$ cat src/rtl/box_filter_premultiplied_downscale_macros.svh
// Assertion macros shared by the downscaler RTL.
`ifndef BOX_FILTER_PREMULTIPLIED_DOWNSCALE_MACROS_SVH
`define BOX_FILTER_PREMULTIPLIED_DOWNSCALE_MACROS_SVH
`ifndef SYNTHESIS
`define BFPD_ASSERT_IMPLY(label, clk, rst, ante, cons) \
   label: assert property (@(posedge clk) disable iff (rst) (ante) |-> (cons)) \
      else $error("implication check failed");
`define BFPD_ASSERT_NEXT(label, clk, rst, ante, cons) \
   label: assert property (@(posedge clk) disable iff (rst) (ante) |=> (cons)) \
      else $error("next-cycle check failed");
`else
`define BFPD_ASSERT_IMPLY(label, clk, rst, ante, cons)
`define BFPD_ASSERT_NEXT(label, clk, rst, ante, cons)
`endif
`endif

$ cat src/rtl/bfpd_pkg.sv
// Package with types, constants and helpers of the box filter downscaler.
`timescale 1ns / 1ps
`default_nettype none
package bfpd_pkg;
   localparam int MAX_SRC_DIM  = 512;
   localparam int MAX_DST_SIZE = 64;
   localparam int DIM_W        = 10;
   localparam int DST_W        = 7;
   localparam int PIX_W        = 8;
   localparam int COL_W        = $clog2(MAX_DST_SIZE);
   localparam int SUM_W        = 26;
   localparam int CNT_W        = 19;
   localparam int EDGE_W       = 17;
   localparam int QUEUE_DEPTH  = 4;
   localparam int CSR_ADDR_W   = 4;
   localparam int CSR_DATA_W   = 32;

   localparam logic [DIM_W-1:0] RESET_SRC_WIDTH  = 10'd256;
   localparam logic [DIM_W-1:0] RESET_SRC_HEIGHT = 10'd256;
   localparam logic [DST_W-1:0] RESET_DST_SIZE   = 7'd32;

   typedef enum logic [1:0] {
      REG_SRC_WIDTH  = 2'd0,
      REG_SRC_HEIGHT = 2'd1,
      REG_DST_SIZE   = 2'd2
   } reg_index_type;

   typedef enum logic [2:0] {
      ST_ACC,
      ST_READ,
      ST_LOAD,
      ST_DIV,
      ST_OUT
   } back_state_type;

   typedef struct packed {
      logic             restart;
      logic [DIM_W-1:0] src_width;
      logic [DIM_W-1:0] src_height;
      logic [DST_W-1:0] dst_size;
   } cfg_type;

   typedef struct packed {
      logic             bad;
      logic             emit;
      logic             last_band;
      logic [DIM_W-1:0] rows;
      logic             col_end;
      logic [DIM_W-1:0] col_width;
      logic [COL_W-1:0] col;
      logic [PIX_W-1:0] alpha;
      logic [PIX_W-1:0] red;
      logic [PIX_W-1:0] green;
      logic [PIX_W-1:0] blue;
   } op_type;

   // c*a/255 truncated, exact for all 8-bit inputs.
   function automatic logic [PIX_W-1:0] premul(input logic [PIX_W-1:0] c,
                                                input logic [PIX_W-1:0] a);
      logic [2*PIX_W-1:0] p;
      logic [2*PIX_W:0]   s;
      p = c * a;
      s = {1'b0, p} + {9'd0, p[2*PIX_W-1:PIX_W]} + 17'd1;
      return s[2*PIX_W-1:PIX_W];
   endfunction
endpackage
`default_nettype wire

$ cat src/rtl/bfpd_queue.sv
// Short queue of classified pixel operations between front and back end.
`timescale 1ns / 1ps
`default_nettype none
`include "box_filter_premultiplied_downscale_macros.svh"
module bfpd_queue import bfpd_pkg::*; (
   input  wire logic   clock,
   input  wire logic   reset,
   input  wire logic   push_i,
   input  wire op_type data_i,
   output logic        full_o,
   input  wire logic   pop_i,
   output op_type      data_o,
   output logic        empty_o
);
   localparam int PTR_W = $clog2(QUEUE_DEPTH);

   op_type               slot_ff [QUEUE_DEPTH];
   logic [PTR_W-1:0]     wr_ptr_ff, rd_ptr_ff;
   logic [PTR_W:0]       count_ff;

   assign full_o  = count_ff == (PTR_W+1)'(QUEUE_DEPTH);
   assign empty_o = count_ff == '0;
   assign data_o  = slot_ff[rd_ptr_ff];

   always_ff @(posedge clock) begin
      if (reset) begin
         wr_ptr_ff <= '0;
         rd_ptr_ff <= '0;
         count_ff  <= '0;
      end else begin
         if (push_i) wr_ptr_ff <= wr_ptr_ff + PTR_W'(1);
         if (pop_i)  rd_ptr_ff <= rd_ptr_ff + PTR_W'(1);
         unique case ({push_i, pop_i})
            2'b10:   count_ff <= count_ff + (PTR_W+1)'(1);
            2'b01:   count_ff <= count_ff - (PTR_W+1)'(1);
            default: count_ff <= count_ff;
         endcase
      end
   end

   always_ff @(posedge clock) begin
      if (push_i) slot_ff[wr_ptr_ff] <= data_i;
   end

   `BFPD_ASSERT_IMPLY(a_no_overflow, clock, reset, push_i, !full_o)
   `BFPD_ASSERT_IMPLY(a_no_underflow, clock, reset, pop_i, !empty_o)
endmodule
`default_nettype wire

$ cat config.mk
export PLATFORM = sky130hd
export DESIGN_NAME = bfpd_queue
export DESIGN_NICKNAME = d
export VERILOG_FILES = /design/src/rtl/bfpd_pkg.sv /design/src/rtl/bfpd_queue.sv
export VERILOG_INCLUDE_DIRS = /design/src /design/src/rtl
export SDC_FILE = /design/constraint.sdc
export NUM_CORES = 1
export LEC_CHECK = 0
export BUFFER_PORTS_ARGS = -buffer_cell sky130_fd_sc_hd__buf_2
export CORE_UTILIZATION = 51
export DETAILED_ROUTE_END_ITERATION = 6
export PLACE_DENSITY = 0.75
export SLEW_MARGIN = 25
export SYNTH_ARGS = -nofsm -noshare
export SYNTH_HDL_FRONTEND = slang
export SYNTH_SLANG_ARGS = --single-unit
$ cat constraint.sdc
create_clock -name clock -period 2.4 [get_ports clock]
set_input_delay 0.6 -clock clock [delete_from_list [all_inputs] [get_ports clock]]
set_output_delay 0.6 -clock clock [all_outputs]
set_load 0.02 [all_outputs]
== Word-level counts from Yosys, hierarchy flattened ==
Memory sizes are Yosys's and may differ from the RTL's. A register that Yosys moved wholly into a read port is not among the register bits.
Index checks and enable logic that the tools add are counted.

* Add/subtract/negate cells: 4
* Eq/ne operators: 3
* Mux-type cells: 5
* Reductions and logical operators: 2

{| class="wikitable"
|+ Operators with widths
! operator !! count
|-
| $pmux W3 S2 || 1
|-
| $add A2 B1 Y2 const B || 2
|-
| $mux W2 || 2
|-
| $add A3 B1 Y3 const B || 1
|-
| $eq A3 B3 Y1 const B || 1
|-
| $logic_not A3 Y1 || 1
|-
| $sub A3 B1 Y3 const B || 1
|-
| $eq A2 B1 Y1 const B || 1
|-
| $eq A2 B2 Y1 const B || 1
|-
| $mux W1 || 2
|-
| $reduce_bool A2 Y1 || 1
|}

* Register bits: 7
* Memory bits (writable): 248
* Word-level logic and storage cells: 18
* Memories: 1

{| class="wikitable"
|+ Memory list
! name !! depth !! bits a word !! read ports !! clocked after memory_dff !! wr ports !! RTL line !! RTL
|-
| slot_ff || 4 || 62 || 1 || 1 || 1 || bfpd_queue.sv:17 || <nowiki>op_type slot_ff [QUEUE_DEPTH];</nowiki>
|}

== Depth between registers and ports, before layout ==
* Depth in word-level cells: 3
* Depth in mapped cells: 7

== Worst setup path before layout ==
No wires, ideal clock.

* Path type: input port to flip-flop
* From: input port push_i
* To: memory slot_ff[0][0] in the netlist's numbering (enable)
* Library setup time: 0.426 ns
* Arrival: 2.062 ns
* Data required time: 1.974 ns
* Path slack: -0.088 ns
* Cell stages on the path: 1
* Cell sequence: and2_1

* Word-level cells in the longest chain between the ends: 2

{| class="wikitable"
|+ Ends and longest elaborated chain
! item !! RTL line !! RTL
|-
| from (decl) || bfpd_queue.sv:8 || <nowiki>input wire logic push_i,</nowiki>
|-
| $mux W1 || bfpd_queue.sv:42 || <nowiki>if (push_i) slot_ff[wr_ptr_ff] <= data_i;</nowiki>
|-
| $mux W1 (not written as such) || bfpd_queue.sv:42 ||
|-
| to (decl) || bfpd_queue.sv:17 ||
|}

Every way passes these cells.

==> impl_metrics.toml <==
[detailed_routing]
ant_nets = 0
via_per_inst = 5.54
first_pass_iters = 7
post_drt_wl_per_cell_um = 22.1
drc = 13
routed_wl_um = 17300
drt_iter0_markers = 294
dr_total_vias = 4324

[yosys]
synthTopCellsByArea = "edfxtp_1 79%, mux4_2 14%, dfxtp_1 1.9%"
postSynthAreaPerCell_um2 = 25.5
synth-edff-count = 248
ys_warn_count = 0
yosys.area.top_type = "edfxtp_1"
syn_area_um2 = 9450
synth_ff_type = "edfxtp_1"
ys_types = 22
async_flop_share_pct = 0
synth.top_cell.area_share_pct = 78.8
synth-seq-area-share_pct = 80.7
syn_nets = 443
yosysMostFrequentCell = "edfxtp_1"
synth_cells = 371
synth_common_cells = "248 x edfxtp_1, 60 x mux4_2, 9 x dfxtp_1"
ys_ff_latch = 257

[global_routing]
grt_overflow_total = 0
grt_pass1_wl_um = 26300
antenna_found_initial = 2
groute.usage.overall_pct = 18.4
first_global_vias = 4564
grt_max_degree = 42

[cts]
cts.path.max_buffers = 3
postCtsHoldBufs = 0
tritoncts = "yes"
numCtsBuffers = 25
path_clk_slew_ns = 0.06
h-tree-depth = 1
insertion_delay_ns = 0.51
cts_sinks = 257
cts_root_buf = "clkbuf_16"

[run_status]
outcome = "complete, but fails checks"
violations = "DRC, setup timing"

[sta]
tightest_slew_ns = 0.333
maxSlewHeadroom_pct = 77.8
rsz0062_at_grt = "true"
fin_hold_ws_ns = 0.303
min_period_over_period_pct = 103
slew_violations = 0
layout_min_cycle_time_ns = 2.48
max_freq_mhz = 404
setup_viol = 54
finalHoldViolCount = 0
finClkSkew_ns = 0.0155
fin_ws_ns = -0.0761

[power_and_ir_drop]
swShare_pct = 21.8
power_frac_clock_pct = 38.9
p_sw_mw = 2.31
ir_worst_vdd_v = 0.000674
power.internal_mw = 8.30
p_seq_share_pct = 49.1
power_mw = 10.6
p_per_area_nw_per_um2 = 907
combPwrFrac_pct = 12.1
leakage_nw = 4.01

[place]
dpl_cell_area_um2 = 10500
pre_cts_slack_ns = 0.245
placedCellCount = 728
dp_hpwl_um = 9820
port_buffers = 129
gp_congestion = 0.704

[layout]
drive_gt1_share_pct = 46.7
diodes = 0
area_growth_pct = 23.8
fin_cells = 781
nets = 608
final_area_um2 = 11700
fillCellCount = 1130

[hold_path]
hold_end = "slot_ff[0][55]"
hp-class = "in2reg"
min_path_cells = 1
min-delay-start = "data_i[55]"

[critical_path]
reg2reg_depth = 5
end_kind = "primary output"
arrival_ns = 1.88
rr_startpoint = "count_ff[0]"
critPathKind = "reg2out"
rrSetupSlack_ns = 0.82
critPathMaxFanout = 5
timing.rr.end = "count_ff[2]"
required_ns = 1.80
worstSetupStartpointType = "flop"

[die]
start_util_pct = 52.3
fp.coreArea_um2 = 18100
row_count = 49
dieArea_um2 = 19100
die_y_um = 138
die_x_um = 138
io_pins = 130

[run]
maxCapViolations = 0
-- layout by cell type (no fill, tap or decap), types with 2 or more instances in the layout --
| master | instances |
|---|---|
| buf_12 | 11 |
| dfxtp_4 | 2 |
| clkbuf_16 | 27 |
| buf_16 | 4 |
| xnor2_1 | 2 |
| buf_4 | 8 |
| dfxtp_1 | 7 |
| clkinv_2 | 4 |
| bufinv_16 | 6 |
| xor2_1 | 3 |
| clkinvlp_4 | 3 |
| buf_6 | 26 |
| edfxtp_1 | 248 |
| nor2_1 | 8 |
| mux4_2 | 60 |
| buf_2 | 102 |
| ha_1 | 5 |
| a21oi_1 | 2 |
| inv_1 | 6 |
| mux4_1 | 2 |
| and2_4 | 4 |
| clkbuf_1 | 3 |
-- cell type report --
cell class | count | area, um^2 | area share (%)
clock buffer | 28 | 637 | 5.44
clock inverter | 15 | 235 | 2.01
inverter | 6 | 22.5 | 0.192
multi-input combinational | 93 | 1640 | 14.0
sequential | 257 | 7630 | 65.2
tap | 229 | 287 | 2.45
timing repair buffer | 153 | 1240 | 10.6
-- per-layer routing --
layer  global-route usage (%)  wire (um)  vias to the layer above
met5                        0         28                        -
met4                     4.44        312                        4
met3                     4.33        933                       28
met2                     31.1       8650                      112
met1                     24.3       7350                     2274
li1                         -          -                     1906
-- state kept, by name, indices dropped and copies added, names as in the netlist, named ones only --
signal,count
slot_ff,248
rd_ptr_ff,2
count_ff,3
wr_ptr_ff,2
-- worst max-delay path: stages, from the launching register on --
cell and delay, ns:
dfxtp_4 0.38, buf_4 0.16, clkbuf_16 0.17, mux4_2 0.50
buf_2 0.17
-- cells by family (layout without fill, tap and decap cells) --
group	after synthesis	in the layout	synth area share [%]
AOI/OAI and AO/OA	3	3	0.159
xor gates and xnor gates	5	5	0.463
adders and majority gates	6	6	0.874
buffers and inverters	21	202	2.03
DFF	257	257	80.7
muxes	63	63	15.0
and+or+nand+nor	16	16	0.808
-- through the flow --
step / setup TNS, ns / utilization (%)
final: -2.19 / 64.7
after global placement: 0 / 57.9
after floorplan: 0 / -
after CTS: -4.53 / 64.1
after global routing: -5.95 / 64.7
after detailed placement: 0 / 57.9
-- power by group through the flow --
stage	Combinational, mW	Sequential, mW	Clock (mW)
2_1_floorplan	0.740	5.28	0
3_3_place_gp	1.09	5.29	0
3_5_place_dp	1.11	5.31	0
4_1_cts	1.24	5.21	4.19
5_1_grt	1.36	5.22	4.36
6_report	1.28	5.21	4.12
-- worst max path at each step --
stage	from	cells after the start	to	slack, ns
final	flop	4	data_o[61]	-0.08
after global routing	flop	4	data_o[56]	-0.13
after CTS	flop	5	data_o[33]	-0.14
after detailed placement	push_i	8	count_ff[2]	0.25
after global placement	push_i	8	count_ff[2]	0.31
after floorplan	push_i	7	count_ff[2]	0.55
-- timing repair --
item | in CTS | in global routing
pin swaps | 0 | 0
gates cloned | 4 | 2
resized for setup | 30 | 29
buffers inserted | 6 | 0
endpoints found under the setup margin | 62 | 62
Note: power is estimated with default switching activity, not from simulation.
