[config.mk]
export PLATFORM = sky130hd
export DESIGN_NAME = bfpd_front_flat
export DESIGN_NICKNAME = d
export VERILOG_FILES = /design/src/rtl/box_filter_premultiplied_downscale_macros.svh /design/src/rtl/bfpd_pkg.sv /design/src/rtl/bfpd_req_if.sv /design/src/rtl/bfpd_front.sv /design/src/flat_wrapper.sv
export SDC_FILE = /design/constraint.sdc
export NUM_CORES = 1
export LEC_CHECK = 0
export BUFFER_PORTS_ARGS = -buffer_cell sky130_fd_sc_hd__buf_4
export CORE_AREA = 2 2 177 179
export CTS_CLUSTER_DIAMETER = 100
export DETAILED_ROUTE_END_ITERATION = 10
export DIE_AREA = 0 0 179 181
export PLACE_DENSITY = 0.88
export REMOVE_ABC_BUFFERS = 1
export SLEW_MARGIN = 0
export SYNTH_ARGS = -nofsm -noshare
export SYNTH_HDL_FRONTEND = slang
export SYNTH_SLANG_ARGS = --single-unit
[constraint.sdc]
create_clock -name clock -period 7.1 [get_ports clock]
set_input_delay 0.71 -clock clock [delete_from_list [all_inputs] [get_ports clock]]
set_output_delay 0.71 -clock clock [all_outputs]
set_load 0.05 [all_outputs]
[src/rtl/box_filter_premultiplied_downscale_macros.svh]
// Assertion macros shared by the downscaler RTL.
`ifndef BOX_FILTER_PREMULTIPLIED_DOWNSCALE_MACROS_SVH
`define BOX_FILTER_PREMULTIPLIED_DOWNSCALE_MACROS_SVH
`ifndef SYNTHESIS
`define BFPD_ASSERT_IMPLY(label, clk, rst, ante, cons) \
   label: assert property (@(posedge clk) disable iff (rst) (ante) |-> (cons)) \
      else $error("implication check failed");
`define BFPD_ASSERT_NEXT(label, clk, rst, ante, cons) \
   label: assert property (@(posedge clk) disable iff (rst) (ante) |=> (cons)) \
      else $error("next-cycle check failed");
`else
`define BFPD_ASSERT_IMPLY(label, clk, rst, ante, cons)
`define BFPD_ASSERT_NEXT(label, clk, rst, ante, cons)
`endif
`endif

[src/rtl/bfpd_pkg.sv]
// Package with types, constants and helpers of the box filter downscaler.
`timescale 1ns / 1ps
`default_nettype none
package bfpd_pkg;
   localparam int MAX_SRC_DIM  = 512;
   localparam int MAX_DST_SIZE = 64;
   localparam int DIM_W        = 10;
   localparam int DST_W        = 7;
   localparam int PIX_W        = 8;
   localparam int COL_W        = $clog2(MAX_DST_SIZE);
   localparam int SUM_W        = 26;
   localparam int CNT_W        = 19;
   localparam int EDGE_W       = 17;
   localparam int QUEUE_DEPTH  = 4;
   localparam int CSR_ADDR_W   = 4;
   localparam int CSR_DATA_W   = 32;

   localparam logic [DIM_W-1:0] RESET_SRC_WIDTH  = 10'd256;
   localparam logic [DIM_W-1:0] RESET_SRC_HEIGHT = 10'd256;
   localparam logic [DST_W-1:0] RESET_DST_SIZE   = 7'd32;

   typedef enum logic [1:0] {
      REG_SRC_WIDTH  = 2'd0,
      REG_SRC_HEIGHT = 2'd1,
      REG_DST_SIZE   = 2'd2
   } reg_index_type;

   typedef enum logic [2:0] {
      ST_ACC,
      ST_READ,
      ST_LOAD,
      ST_DIV,
      ST_OUT
   } back_state_type;

   typedef struct packed {
      logic             restart;
      logic [DIM_W-1:0] src_width;
      logic [DIM_W-1:0] src_height;
      logic [DST_W-1:0] dst_size;
   } cfg_type;

   typedef struct packed {
      logic             bad;
      logic             emit;
      logic             last_band;
      logic [DIM_W-1:0] rows;
      logic             col_end;
      logic [DIM_W-1:0] col_width;
      logic [COL_W-1:0] col;
      logic [PIX_W-1:0] alpha;
      logic [PIX_W-1:0] red;
      logic [PIX_W-1:0] green;
      logic [PIX_W-1:0] blue;
   } op_type;

   // c*a/255 truncated, exact for all 8-bit inputs.
   function automatic logic [PIX_W-1:0] premul(input logic [PIX_W-1:0] c,
                                                input logic [PIX_W-1:0] a);
      logic [2*PIX_W-1:0] p;
      logic [2*PIX_W:0]   s;
      p = c * a;
      s = {1'b0, p} + {9'd0, p[2*PIX_W-1:PIX_W]} + 17'd1;
      return s[2*PIX_W-1:PIX_W];
   endfunction
endpackage
`default_nettype wire

[src/rtl/bfpd_req_if.sv]
// Channel interface for incoming source pixels.
`timescale 1ns / 1ps
`default_nettype none
interface bfpd_req_if;
   logic       valid;
   logic       ready;
   logic [7:0] red;
   logic [7:0] green;
   logic [7:0] blue;
   logic [7:0] alpha;
   modport source (output valid, red, green, blue, alpha, input ready);
   modport sink   (input valid, red, green, blue, alpha, output ready);
endinterface
`default_nettype wire

[src/rtl/bfpd_front.sv]
// Front end: tracks raster position and band edges, premultiplies pixels.
`timescale 1ns / 1ps
`default_nettype none
module bfpd_front import bfpd_pkg::*; (
   input  wire logic    clock,
   input  wire logic    reset,
   input  wire cfg_type cfg,
   bfpd_req_if.sink     req,
   output logic         push_o,
   output op_type       op_o,
   input  wire logic    full_i
);
   logic [DIM_W-1:0]  sc_ff, sc_in, sr_ff, sr_in, cw_ff, cw_in, rc_ff, rc_in;
   logic [COL_W-1:0]  oc_ff, oc_in, orow_ff, orow_in;
   logic [EDGE_W-1:0] cd_ff, cd_in, cx_ff, cx_in, rd_ff, rd_in, rx_ff, rx_in;
   logic              col_fresh_ff, col_fresh_in, row_fresh_ff, row_fresh_in;
   logic [EDGE_W-1:0] dx, wx, hx, cd, cx, rd, rx;
   logic [DIM_W-1:0]  sc_nx, sr_nx;
   logic              ok, col_end, row_end, band, frame_end, accept;

   assign ok = (cfg.dst_size != '0) && (cfg.dst_size <= DST_W'(MAX_DST_SIZE))
            && (cfg.src_width != '0) && (cfg.src_width <= DIM_W'(MAX_SRC_DIM))
            && (cfg.src_height != '0) && (cfg.src_height <= DIM_W'(MAX_SRC_DIM))
            && (DIM_W'(cfg.dst_size) <= cfg.src_width)
            && (DIM_W'(cfg.dst_size) <= cfg.src_height);

   assign dx = EDGE_W'(cfg.dst_size);
   assign wx = EDGE_W'(cfg.src_width);
   assign hx = EDGE_W'(cfg.src_height);

   // Band end test: column s ends band k when (s+2)*D > (k+1)*W, no divide needed.
   assign cd = col_fresh_ff ? {dx[EDGE_W-2:0], 1'b0} : cd_ff;
   assign cx = col_fresh_ff ? wx : cx_ff;
   assign rd = row_fresh_ff ? {dx[EDGE_W-2:0], 1'b0} : rd_ff;
   assign rx = row_fresh_ff ? hx : rx_ff;

   assign col_end   = cd > cx;
   assign band      = rd > rx;
   assign sc_nx     = sc_ff + DIM_W'(1);
   assign sr_nx     = sr_ff + DIM_W'(1);
   assign row_end   = sc_nx >= cfg.src_width;
   assign frame_end = sr_nx >= cfg.src_height;

   assign req.ready = !full_i;
   assign accept    = req.valid && !full_i;
   assign push_o    = accept;

   always_comb begin
      op_o.bad       = !ok;
      op_o.emit      = ok && row_end && band;
      op_o.last_band = (DST_W'(orow_ff) + DST_W'(1)) >= cfg.dst_size;
      op_o.rows      = rc_ff + DIM_W'(1);
      op_o.col_end   = col_end;
      op_o.col_width = cw_ff + DIM_W'(1);
      op_o.col       = oc_ff;
      op_o.alpha     = req.alpha;
      op_o.red       = premul(req.red, req.alpha);
      op_o.green     = premul(req.green, req.alpha);
      op_o.blue      = premul(req.blue, req.alpha);
   end

   always_comb begin
      sc_in = sc_ff;  sr_in = sr_ff;  cw_in = cw_ff;  rc_in = rc_ff;
      oc_in = oc_ff;  orow_in = orow_ff;
      cd_in = cd_ff;  cx_in = cx_ff;  rd_in = rd_ff;  rx_in = rx_ff;
      col_fresh_in = col_fresh_ff;
      row_fresh_in = row_fresh_ff;
      if (accept && ok) begin
         if (row_end) begin
            sc_in = '0;
            oc_in = '0;
            cw_in = '0;
            col_fresh_in = 1'b1;
            if (band) begin
               orow_in = orow_ff + COL_W'(1);
               rx_in   = rx + hx;
               rc_in   = '0;
            end else begin
               rx_in = rx;
               rc_in = rc_ff + DIM_W'(1);
            end
            rd_in = rd + dx;
            sr_in = sr_nx;
            row_fresh_in = 1'b0;
            if (frame_end) begin
               sr_in   = '0;
               orow_in = '0;
               rc_in   = '0;
               row_fresh_in = 1'b1;
            end
         end else begin
            sc_in = sc_nx;
            cd_in = cd + dx;
            col_fresh_in = 1'b0;
            if (col_end) begin
               oc_in = oc_ff + COL_W'(1);
               cx_in = cx + wx;
               cw_in = '0;
            end else begin
               cx_in = cx;
               cw_in = cw_ff + DIM_W'(1);
            end
         end
      end
   end

   always_ff @(posedge clock) begin
      if (reset || cfg.restart) begin
         sc_ff <= '0;  sr_ff <= '0;  cw_ff <= '0;  rc_ff <= '0;
         oc_ff <= '0;  orow_ff <= '0;
         col_fresh_ff <= 1'b1;
         row_fresh_ff <= 1'b1;
      end else begin
         sc_ff <= sc_in;  sr_ff <= sr_in;  cw_ff <= cw_in;  rc_ff <= rc_in;
         oc_ff <= oc_in;  orow_ff <= orow_in;
         col_fresh_ff <= col_fresh_in;
         row_fresh_ff <= row_fresh_in;
      end
   end

   always_ff @(posedge clock) begin
      cd_ff <= cd_in;  cx_ff <= cx_in;  rd_ff <= rd_in;  rx_ff <= rx_in;
   end
endmodule
`default_nettype wire

[src/flat_wrapper.sv]
// flat-port wrapper written by rule: the top's interface ports become plain ports
module bfpd_front_flat import bfpd_pkg::*;
  (clock, reset, cfg, push_o, op_o, full_i, req_valid, req_red, req_green, req_blue, req_alpha, req_ready);
  bfpd_req_if req_i ();
  input  wire logic clock;
  input  wire logic reset;
  input  wire cfg_type cfg;
  output logic push_o;
  output op_type op_o;
  input  wire logic full_i;
  input wire logic [$bits(req_i.valid)-1:0] req_valid;
  input wire logic [$bits(req_i.red)-1:0] req_red;
  input wire logic [$bits(req_i.green)-1:0] req_green;
  input wire logic [$bits(req_i.blue)-1:0] req_blue;
  input wire logic [$bits(req_i.alpha)-1:0] req_alpha;
  output wire logic [$bits(req_i.ready)-1:0] req_ready;
  assign req_i.valid = req_valid;
  assign req_i.red = req_red;
  assign req_i.green = req_green;
  assign req_i.blue = req_blue;
  assign req_i.alpha = req_alpha;
  assign req_ready = req_i.ready;
  bfpd_front u_core (.clock(clock), .reset(reset), .cfg(cfg), .req(req_i), .push_o(push_o), .op_o(op_o), .full_i(full_i));
endmodule
**After elaboration in Yosys (flattened, before gate mapping)**

Index checks and enable logic that the tools add are counted.

- Register bits: 122
- Input bits: 64
- Output and inout port bits: 64
- Word-level logic and storage cells: 84

- Add/sub/neg operators: 17
- Multiply operators: 3
- $lt $le $gt $ge: 10
- Mux-type cells: 18
- Bitwise operators: 1
- Reduce and logical (&&, ||, !) cells: 23

Operator list:

| cell | count |
|---|---|
| $mux W17 | 6 |
| $mux W10 | 6 |
| $add A16 B1 Y16 const B | 3 |
| $add A16 B8 Y16 | 3 |
| $mul A8 B8 Y16 | 3 |
| $add A10 B1 Y10 const B | 4 |
| $add A17 B10 Y17 | 2 |
| $add A17 B7 Y17 | 2 |
| $gt A17 B17 Y1 | 2 |
| $mux W6 | 4 |
| $ge A10 B10 Y1 | 2 |
| $le A10 B10 Y1 const B | 2 |
| $le A7 B10 Y1 | 2 |
| $reduce_bool A10 Y1 | 2 |
| $add A6 B1 Y6 const B | 2 |
| $logic_and A1 B1 Y1 | 11 |
| $add A6 B1 Y7 const B | 1 |
| $ge A7 B7 Y1 | 1 |
| $le A7 B7 Y1 const B | 1 |
| $reduce_bool A7 Y1 | 1 |
| $reduce_and A2 Y1 | 3 |
| $reduce_bool A2 Y1 | 2 |
| $reduce_and A3 Y1 | 1 |
| $logic_not A1 Y1 | 2 |
| 3 further kinds | 4 |

**Longest topological paths before layout**

- Depth in word-level cells: 10
- Mapped depth: 26
- Depth with buffers taken out: 25

**Least setup slack after synthesis**

No wires, ideal clock.

- Path type: in2out
- Start point: input req_alpha[7]
- End point: output op_o[12] (netlist name)
- Arrival time: 6.979 ns
- Required time: 6.390 ns
- Setup slack: -0.589 ns
- Cell stages on the path: 25
- Path buffers: 1
- Cells stage by stage: clkbuf_1 -> nand2_1 -> fa_1 -> fa_1 -> inv_1 -> fa_1 -> inv_1 -> fa_1 -> inv_1 -> ha_1 -> a21o_1 -> a31oi_1 -> nand2_1 -> a21o_1 -> a21oi_1 -> xnor2_1 -> ha_1 -> nand3_1 -> nand2_1 -> a211o_1 -> a31o_2 -> maj3_2 -> a31oi_2 -> nor2_1 -> xnor2_1

RTL lines:

| what | RTL line | RTL |
|---|---|---|
| start: declaration | flat_wrapper.sv:15 | `input wire logic [$bits(req_i.alpha)-1:0] req_alpha;` |
| end: declaration | flat_wrapper.sv:9 | `output op_type op_o;` |

==> results by group <==
CTS
  • Max Buffers Root-to-Sink: 2
  • Hold Buf Count CTS: 0
  • CTS buffer count: 17
  • H-tree depth: 4
  • CTS tree: yes
  • Worst skew pair latency: 430 ps
  • Clock Tree Root: clkbuf_16
  • Sink Count: 122
  • Clock transition at path regs: 60 ps

Critical path
  • Critical Path End Type: output port
  • FF-to-FF setup slack: 2090 ps
  • Critical path startpoint: req_green[0]
  • CP required: 6390 ps
  • Worst-path maximum fanout: 8
  • Crit path launch type: primary input
  • Worst Path Class, Setup: primary input to output port
  • CP Data Arrival Time: 6540 ps
  • RR Startpoint: u_core.col_fresh_ff

Routing
  • Pre-antenna DRT Iters: 6
  • Avg Vias per Cell: 6.11
  • DR vias: 15,527
  • Initial DRC count: 1,346
  • Drt total wl: 46,100 µm
  • DRT antenna net count: 0
  • DRC errors left: 0
  • WL per Instance: 18.2 µm

Job
  • Max-Cap Viols: 0

Floorplanning
  • Area of the core: 30,300 µm²
  • Row count: 64
  • Die Span X: 179 µm
  • Top Ports: 128
  • Starting Density: 56.8%
  • Die area: 32,400 µm²
  • Die extent in y: 181 µm

Timing
  • Final setup fails: 4
  • Setup WS post-layout: -152 ps
  • Final Hold Viols: 0
  • WHS: 475 ps
  • Final period util: 102%
  • Slew at the pin with the worst max-slew slack: 1210 ps
  • Unrepaired setup endpoints after global routing: yes
  • Final Max Slew Viols: 0
  • Clk_skew: 8.80 ps
  • Minimum clock period: 7250 ps
  • Fmax: 0.138 GHz
  • Fin Setup TNS: -399 ps
  • Slew Limit Headroom: 19.5%

Run status
  • Violations in the final reports: setup timing
  • Status: finished with violations

Synth
  • Seq/Total Area, Yosys: 18.1%
  • Post-synth EDFFs: 68
  • Syn Std Cell Area: 17,200 µm²
  • Synth warnings: 0
  • Ys flop type: edfxtp_1
  • Synth Register Bits: 122
  • Synthesized area per cell: 8.75 µm²
  • Post-synth ARST share: 0%
  • Netlist cell types: 81
  • Post-synthesis cell count: 1,972

Placement
  • HPWL Detailed: 32,400 µm
  • Port bufs: 127
  • Dpl cells: 2,489
  • RD Place Congestion: 0.945

Final layout
  • Reg area: 3120 µm²
  • # diodes: 0
  • Multi-input gate area: 13,300 µm²
  • Area Overhead vs Synth: 16.7%
  • Fillers: 2,118
  • Fraction of layout cells with a size suffix above 1: 16.5%
  • Final non-filler cell total: 2,540
  • Final nets: 2,548
  • Commonest non-fill, non-tap cell in the layout: inv_1
  • Commonest cells after routing, fill and taps aside: 241 x inv_1, 229 x ha_1, 185 x buf_4, 164 x and2_1, 124 x nand2_1

GRT
  • First-pass GRT wire length: 72,100 µm
  • Vias in the first global route: 15,559
  • Gr usage total: 26.9%
  • GR Overflow Total: 0
  • Largest net degree at the start of global routing: 48
  • Initial antenna violation count: 0

Power
  • Clk network pwr share: 12.5%
  • P_int: 3560 µW
  • Net Sw Power: 3800 µW
  • Peak supply drop: 0.000650 V
  • Power Dens Cells: 365 nW/µm²
  • Logic gate share of total power: 77.3%
  • Final Total Pwr: 7350 µW
  • Share of power burned in registers: 10.2%
  • Switching portion of total power: 51.6%
  • Leakage: 0.00952 µW

Min path
  • Worst hold path type: flip-flop to flip-flop
  • Min-Delay Startpoint: u_core.sc_ff[9]
cell usage after synthesis (5+ instances only):
cell type  instances  area (µm²)
a211o_1            5        43.8
a211oi_1          13        97.6
a211oi_2           5        62.6
a21o_1            43         323
a21oi_1          113         566
a22o_1            13         114
a31oi_1           12        75.1
and2_1           167        1040
and3_1            22         138
and4_1             6        52.6
buf_2             11        55.1
buf_4              9        67.6
clkbuf_1          39         146
dfxtp_1           54        1080
edfxtp_1          68        2040
fa_1             112        2240
ha_1             241        3020
inv_1            244         916
mux2_2            24         270
mux2i_1           18         180
nand2_1          129         484
nand2b_1          15        93.8
nand3_1           67         335
nand3b_1           7        52.6
nand4_1           35         219
nand4b_1          11        96.3
nor2_1            89         334
nor2b_1           39         244
nor3_1            23         115
nor4_1             5        31.3
o2111ai_1          5        43.8
o211ai_1          11        82.6
o21a_1            14         105
o21ai_0           58         290
o21bai_1           5        37.5
o31ai_1            8        60.1
o41ai_1           11        96.3
or3_1              7        43.8
xnor2_1           94         823
xor2_1            52         455
cell families after synthesis:
family                     synth area share, %
buffers and inverters                     7.00
xor gates and xnor gates                  7.79
muxes                                     2.61
DFF                                       18.1
and+or+nand+nor                           20.0
AOI/OAI and AO/OA                         14.0
adders and majority gates                 30.6
critical path: stages:
cell	delay, ps
buf_4	130
buf_4	170
and2_1	170
ha_1	250
fa_1	610
ha_1	330
inv_1	60
fa_1	530
inv_1	70
fa_1	470
a21o_1	280
a221oi_4	320
a21oi_2	100
xor2_1	160
ha_1	330
buf_4	150
nand3_2	70
nand2_2	70
a211o_1	250
a31o_4	260
maj3_2	350
a31oi_4	240
nor2_2	60
xnor2_1	150
buf_4	220
power groups by stage:
stage / combinational [µW] / clock [µW] / sequential, µW
after floorplan: 3440 / 0 / 767
after global placement: 4650 / 0 / 767
after detailed placement: 4820 / 0 / 767
after CTS: 4960 / 920 / 752
after global routing: 6090 / 952 / 752
final: 5680 / 916 / 752
layout make-up:
class,instances,share of cell area [%]
multi-input combinational,1541,66.3
sequential,122,15.5
timing repair buffer,202,8.02
inverter,247,4.61
clock buffer,20,2.49
tap,396,2.46
clock inverter,12,0.603
worst paths after layout:
kind,endpoint,cells after the start
worst max register to register,u_core.cx_ff[10],12
worst min register to register,u_core.sc_ff[9],2
worst min-delay path,u_core.sc_ff[9],2
worst max-delay path,op_o[12],25
stage by stage:
stage	util (%)	instance area (µm²)	setup WS, ps
after detailed placement	62.1	18900	-129
after global routing	66.3	20100	-371
final	66.3	20100	-152
after global placement	62.1	18900	7.45
after CTS	64.5	19600	-32.5
after floorplan	-	17000	-314
routing by layer:
layer / share of wire, % / vias up / GRT usage [%]
li1: - / 7137 / -
met1: 39 / 7458 / 32.8
met2: 49 / 752 / 46.8
met3: 7.4 / 180 / 5.11
met4: 4.0 / 0 / 10.2
met5: 0 / - / 0
registers in the layout, summed over array words and instances, names as in the netlist:
signal / flops
u_core.cd_ff: 17
u_core.rd_ff: 17
u_core.cw_ff: 10
u_core.col_fresh_ff: 1
u_core.cx_ff: 17
u_core.oc_ff: 6
u_core.row_fresh_ff: 1
u_core.rx_ff: 17
u_core.rc_ff: 10
u_core.orow_ff: 6
u_core.sc_ff: 10
u_core.sr_ff: 10
timing repair:
action                                  4_1_cts  5_1_grt
endpoints found under the setup margin       13       24
gates resized for setup                      10       93
pin swaps                                     3       56
buffers inserted                              2       17
cloned                                        0        0
Note: power is estimated with default switching activity, not from simulation.
